$ cat config.mk
export PLATFORM = sky130hd
export DESIGN_NAME = srss_front_flat
export DESIGN_NICKNAME = d
export VERILOG_FILES = /design/src/rtl/srss_pkg.sv /design/src/rtl/srss_req_if.sv /design/src/rtl/srss_front.sv /design/src/flat_wrapper.sv
export SDC_FILE = /design/constraint.sdc
export NUM_CORES = 1
export LEC_CHECK = 0
export BUFFER_PORTS_ARGS = -buffer_cell sky130_fd_sc_hd__buf_2
export CORE_UTILIZATION = 45
export CTS_BUF_LIST = sky130_fd_sc_hd__clkbuf_8
export DETAILED_ROUTE_END_ITERATION = 7
export PLACE_DENSITY = 0.73
export SETUP_SLACK_MARGIN = 0.1
export SLEW_MARGIN = 20
export SYNTH_ARGS = -nofsm -noshare
export SYNTH_HDL_FRONTEND = slang
export SYNTH_SLANG_ARGS = --single-unit
export TNS_END_PERCENT = 10
$ cat constraint.sdc
create_clock -name i_clk -period 2.95 [get_ports i_clk]
set_input_delay 0.59 -clock i_clk [delete_from_list [all_inputs] [get_ports i_clk]]
set_output_delay 0.59 -clock i_clk [all_outputs]
set_load 0.02 [all_outputs]
$ cat src/rtl/srss_pkg.sv
package srss_pkg;

    localparam int ROWS          = 256;
    localparam int SLOTS_PER_ROW = 8;

    localparam int ROW_W   = 9;
    localparam int COL_W   = 16;
    localparam int VAL_W   = 64;
    localparam int ROW_AW  = (ROWS > 1) ? $clog2(ROWS) : 1;
    localparam int SLOT_W  = (SLOTS_PER_ROW > 1) ? $clog2(SLOTS_PER_ROW) : 1;

    localparam int Q_DEPTH = 2;
    localparam int Q_AW    = 1;
    localparam int Q_CW    = 2;

    localparam logic OP_READ  = 1'b0;
    localparam logic OP_WRITE = 1'b1;

    typedef logic [SLOTS_PER_ROW-1:0][COL_W-1:0] t_tag_row;
    typedef logic [SLOTS_PER_ROW-1:0][VAL_W-1:0] t_val_row;

    typedef struct packed {
        logic              operation;
        logic              in_range;
        logic [ROW_AW-1:0] row_addr;
        logic [COL_W-1:0]  column_index;
        logic [VAL_W-1:0]  element_value;
    } t_item;

    typedef struct packed {
        logic  valid;
        t_item item;
    } t_queue_out;

    typedef enum logic {
        ST_ISSUE,
        ST_EXEC
    } t_back_state;

endpackage

$ cat src/rtl/srss_req_if.sv
interface srss_req_if import srss_pkg::*; ();
    logic             valid;
    logic             ready;
    logic             operation;
    logic [ROW_W-1:0] row_index;
    logic [COL_W-1:0] column_index;
    logic [VAL_W-1:0] element_value;

    modport source (output valid, output operation, output row_index,
                    output column_index, output element_value, input ready);
    modport sink   (input valid, input operation, input row_index,
                    input column_index, input element_value, output ready);
endinterface

$ cat src/rtl/srss_front.sv
module srss_front import srss_pkg::*; (
    input  logic       i_clk,
    input  logic       i_rst_n,
    srss_req_if.sink   i_req,
    input  logic       i_pop,
    output t_queue_out o_queue
);

    t_item           r_queue [Q_DEPTH];
    logic [Q_AW-1:0] r_wr_ptr;
    logic [Q_AW-1:0] r_rd_ptr;
    logic [Q_CW-1:0] r_count;
    logic [Q_AW-1:0] n_wr_ptr;
    logic [Q_AW-1:0] n_rd_ptr;
    logic [Q_CW-1:0] n_count;

    t_item       in_item;
    logic [31:0] row_minus_one;
    logic        push;
    logic        pop;

    // classify: row out of range or empty-column tag gives a no-op request
    always_comb begin
        row_minus_one         = 32'(i_req.row_index) - 32'd1;
        in_item.operation     = i_req.operation;
        in_item.in_range      = (i_req.row_index != '0) &&
                                (32'(i_req.row_index) <= 32'(ROWS)) &&
                                (i_req.column_index != '0);
        in_item.row_addr      = row_minus_one[ROW_AW-1:0];
        in_item.column_index  = i_req.column_index;
        in_item.element_value = i_req.element_value;
    end

    assign i_req.ready = (r_count != Q_CW'(Q_DEPTH));
    assign push        = i_req.valid && i_req.ready;
    assign pop         = i_pop && (r_count != '0);

    always_comb begin
        n_wr_ptr = push ? r_wr_ptr + 1'b1 : r_wr_ptr;
        n_rd_ptr = pop ? r_rd_ptr + 1'b1 : r_rd_ptr;
        n_count  = r_count + Q_CW'(push) - Q_CW'(pop);
    end

    always_ff @(posedge i_clk) begin
        if (!i_rst_n) begin
            r_wr_ptr <= '0;
            r_rd_ptr <= '0;
            r_count  <= '0;
        end else begin
            r_wr_ptr <= n_wr_ptr;
            r_rd_ptr <= n_rd_ptr;
            r_count  <= n_count;
        end
    end

    always_ff @(posedge i_clk) begin
        if (push) begin
            r_queue[r_wr_ptr] <= in_item;
        end
    end

    assign o_queue.valid = (r_count != '0);
    assign o_queue.item  = r_queue[r_rd_ptr];

endmodule

$ cat src/flat_wrapper.sv
// flat-port wrapper written by rule: the top's interface ports become plain ports
module srss_front_flat import srss_pkg::*;
  (i_clk, i_rst_n, i_pop, o_queue, i_req_valid, i_req_operation, i_req_row_index, i_req_column_index, i_req_element_value, i_req_ready);
  srss_req_if i_req_i ();
  input  logic i_clk;
  input  logic i_rst_n;
  input  logic i_pop;
  output t_queue_out o_queue;
  input wire logic [$bits(i_req_i.valid)-1:0] i_req_valid;
  input wire logic [$bits(i_req_i.operation)-1:0] i_req_operation;
  input wire logic [$bits(i_req_i.row_index)-1:0] i_req_row_index;
  input wire logic [$bits(i_req_i.column_index)-1:0] i_req_column_index;
  input wire logic [$bits(i_req_i.element_value)-1:0] i_req_element_value;
  output wire logic [$bits(i_req_i.ready)-1:0] i_req_ready;
  assign i_req_i.valid = i_req_valid;
  assign i_req_i.operation = i_req_operation;
  assign i_req_i.row_index = i_req_row_index;
  assign i_req_i.column_index = i_req_column_index;
  assign i_req_i.element_value = i_req_element_value;
  assign i_req_ready = i_req_i.ready;
  srss_front u_core (.i_clk(i_clk), .i_rst_n(i_rst_n), .i_req(i_req_i), .i_pop(i_pop), .o_queue(o_queue));
endmodule
==> impl_metrics.xml <==
<?xml version="1.0" encoding="UTF-8"?>
<metrics>
  <group name="critical_path">
    <metric name="worst_setup_path_start_kind" unit="">register</metric>
    <metric name="timing.critical_path.cells" unit="">buf_12 -&gt; mux2_2 -&gt; buf_2</metric>
    <metric name="critical_path_peak_fanout" unit="">82</metric>
    <metric name="cp_slowest_cell" unit="">sky130_fd_sc_hd__dfxtp_4</metric>
    <metric name="kind_of_capture_point_of_the_worst_setup_path" unit="">primary output</metric>
    <metric name="crit_type" unit="">reg -&gt; out</metric>
    <metric name="worst_ep_required_time" unit="ns">2.36</metric>
    <metric name="cp_slowest_stage_delay" unit="ns">0.44</metric>
    <metric name="worstPathArrival" unit="ns">1.92</metric>
  </group>
  <group name="synthesis">
    <metric name="synth_seq_cells" unit="">185</metric>
    <metric name="synth-adder-area-share" unit="%">0.716</metric>
    <metric name="synth-edff-count" unit="">180</metric>
    <metric name="synthesized_area_fraction_occupied_by_xor_and_xnor_cells" unit="%">1.13</metric>
    <metric name="synth.cell_area" unit="µm²">6990</metric>
    <metric name="syn_avg_cell_area" unit="µm²">20.9</metric>
    <metric name="yosysSeqAreaShare" unit="%">78.8</metric>
    <metric name="synthesis.yosys.warnings" unit="">0</metric>
    <metric name="synth.mux.area_fraction" unit="%">14.5</metric>
    <metric name="synth.distinct_cells" unit="">28</metric>
    <metric name="synth-compound-area-share" unit="%">0.555</metric>
    <metric name="syn_inst" unit="">334</metric>
    <metric name="largest_family_of_logic_cells_by_synthesized_area" unit="">multiplexers</metric>
    <metric name="synth-simple-area-share" unit="%">2.40</metric>
    <metric name="synth-main-ff-cell" unit="">sky130_fd_sc_hd__edfxtp_1</metric>
    <metric name="ys_async_sr_fraction" unit="%">0</metric>
    <metric name="synth_nets" unit="">432</metric>
  </group>
  <group name="timing">
    <metric name="slew_of_the_pin_with_the_lowest_slew_margin" unit="ns">0.602</metric>
    <metric name="finalHoldViolations" unit="">0</metric>
    <metric name="rsz0062_at_grt" unit="">false</metric>
    <metric name="relSlewSlack" unit="%">59.8</metric>
    <metric name="maxSlewViolCount" unit="">0</metric>
    <metric name="post_route_setup_tns" unit="ns">0</metric>
    <metric name="setup_viol" unit="">0</metric>
    <metric name="fin_worst_skew" unit="ns">0.00918</metric>
    <metric name="fmax" unit="MHz">399</metric>
    <metric name="hold-worst-slack" unit="ns">0.329</metric>
    <metric name="period_share" unit="%">85.0</metric>
    <metric name="finalCriticalPeriod" unit="ns">2.51</metric>
  </group>
  <group name="grt">
    <metric name="grt_max_degree" unit="">83</metric>
    <metric name="grt_overflow" unit="">0</metric>
    <metric name="antenna_found_initial" unit="">0</metric>
    <metric name="globalRouteTotalUtil" unit="%">15.9</metric>
    <metric name="global_route_wire_length_before_repair" unit="µm">19000</metric>
    <metric name="first_global_vias" unit="">3734</metric>
  </group>
  <group name="cells_and_area">
    <metric name="layout-drive-gt1-share" unit="%">58.6</metric>
    <metric name="final_common_cell" unit="">sky130_fd_sc_hd__buf_2</metric>
    <metric name="final_cell_mix" unit="">sky130_fd_sc_hd__buf_2, sky130_fd_sc_hd__edfxtp_1, sky130_fd_sc_hd__mux2_2, sky130_fd_sc_hd__clkbuf_8, sky130_fd_sc_hd__xnor2_1</metric>
    <metric name="num-nets-final" unit="">631</metric>
    <metric name="layout.cells.non_filler" unit="">734</metric>
    <metric name="fillCellCount" unit="">1219</metric>
    <metric name="insertedDiodeCount" unit="">0</metric>
    <metric name="flow.area_growth_from_synthesis" unit="%">22.0</metric>
  </group>
  <group name="place">
    <metric name="place_congestion" unit="">0.729</metric>
    <metric name="dp_hpwl" unit="µm">8130</metric>
    <metric name="io_buffer_count" unit="">185</metric>
    <metric name="dp.cells" unit="">702</metric>
  </group>
  <group name="power">
    <metric name="vdd_drop_max" unit="V">0.000507</metric>
    <metric name="static-leakage-power" unit="nW">3.16</metric>
    <metric name="power_density" unit="nW/µm²">846</metric>
  </group>
  <group name="floorplan">
    <metric name="die_area" unit="µm²">16000</metric>
    <metric name="floorplan.initialDensity" unit="%">46.0</metric>
    <metric name="placementRows" unit="">45</metric>
    <metric name="die_x" unit="µm">127</metric>
    <metric name="io-pin-count" unit="">186</metric>
    <metric name="die_height" unit="µm">127</metric>
    <metric name="floorplan.core_area" unit="µm²">15200</metric>
  </group>
  <group name="route">
    <metric name="drt-pass1-iter-count" unit="">4</metric>
    <metric name="route.antenna.remaining_nets" unit="">0</metric>
    <metric name="drt_first_iter_violations" unit="">209</metric>
    <metric name="route.detailed.drc" unit="">0</metric>
    <metric name="routed_wirelength" unit="µm">12400</metric>
    <metric name="route.detailed.vias_per_inst" unit="">4.91</metric>
    <metric name="post_drt_wl_per_cell" unit="µm">16.9</metric>
    <metric name="routed-via-count" unit="">3601</metric>
  </group>
  <group name="clock_network">
    <metric name="cts.reportedPaths.clkPinSlew" unit="ns">0.09</metric>
    <metric name="tritoncts" unit="">done</metric>
    <metric name="post-cts-setup-buffer-count" unit="">0</metric>
    <metric name="ctsRootBufferMaster" unit="">sky130_fd_sc_hd__clkbuf_8</metric>
    <metric name="hold_buffers" unit="">0</metric>
    <metric name="cts-htree-levels" unit="">4</metric>
    <metric name="insertion_delay" unit="ns">0.44</metric>
    <metric name="clkSinkCount" unit="">185</metric>
    <metric name="max-clock-path-buffers" unit="">2</metric>
    <metric name="cts_buffers" unit="">17</metric>
    <metric name="ctsResizeCount" unit="">0</metric>
  </group>
  <group name="run_status">
    <metric name="outcome" unit="">finished clean</metric>
  </group>
  <group name="flow_run">
    <metric name="maxCapViolCount" unit="">0</metric>
  </group>
  <group name="min_path">
    <metric name="worst_hold_path_type" unit="">in -&gt; reg</metric>
  </group>
</metrics>
[registers in the layout, indices dropped and copies added (netlist names), named ones only]
register,count
u_core.r_queue,180
u_core.r_count,2
u_core.r_rd_ptr,1
u_core.r_wr_ptr,1
[cells by family after synthesis]
logic type                 count (synthesis)
muxes                                     90
adders and majority gates                  4
xor gates and xnor gates                   9
DFF                                      185
buffers and inverters                     16
and+or+nand+nor                           25
AOI/OAI and AO/OA                          5
[layout make-up]
cell class	instances	area, µm²	share of cell area [%]
inverters	6	23.8	0.279
flip-flops and latches	185	5510	64.7
multi-input cells	133	1350	15.9
repair buffers	190	1000	11.7
clock buffers	18	248	2.91
well taps	188	235	2.76
clock inverters	14	149	1.75
[worst max-delay path: cells and delay by family (launching register included)]
kind,cells,cell delay [ns]
buf+inv,2,0.53
flops,1,0.44
mux,1,0.40
[final timing paths]
check / from / to / slack, ns / depth (start not counted)
max: register / o_queue[86] / 0.44 / 3
min: i_req_element_value[53] / u_core.r_queue[0][53]$_DFFE_PP_ / 0.33 / 1
max reg2reg: u_core.r_count[1]$_SDFF_PN0_ / u_core.r_queue[0][61]$_DFFE_PP_ / 1.06 / 4
min reg2reg: u_core.r_rd_ptr$_SDFFE_PN0P_ / u_core.r_rd_ptr$_SDFFE_PN0P_ / 0.56 / 2
[power breakdown]
part | internal, W | switching [W] | total, W
Sequential | 0.00331 | 0.000104 | 0.00341
Combinational | 0.000876 | 0.00127 | 0.00214
Clock | 0.000781 | 0.000876 | 0.00166
[through the flow]
step / power, W / utilization, % / cell area [µm²] / setup WS [ns]
floorplan: 0.00501 / - / 6990 / 0.0771
detailed placement: 0.00564 / 53.4 / 8120 / 0.850
finish: 0.00721 / 56.0 / 8520 / 0.444
global route: 0.00755 / 56.0 / 8520 / 0.359
CTS: 0.00731 / 56.0 / 8520 / 0.430
global placement: 0.00559 / 53.4 / 8120 / 0.920
[layer usage]
metal  global-route usage [%]  part of all wire (%)
met2                     27.0                    51
met3                     5.48                   6.4
met5                        0                     0
met4                     5.39                  0.82
met1                     19.0                    42
[synthesized netlist by cell type, drive strengths merged, types with 2 or more instances]
library cell  count  area share, %
mux2             90             15
nor2b             2           0.18
nor4              5           0.66
xor2              2           0.25
nor2              4           0.21
ha                4           0.72
edfxtp          180             77
inv               6           0.32
xnor2             7           0.88
nand2             3           0.16
buf              10            1.6
dfxtp             5            1.4
and2              3           0.27
(Power assumes the default switching activity.)
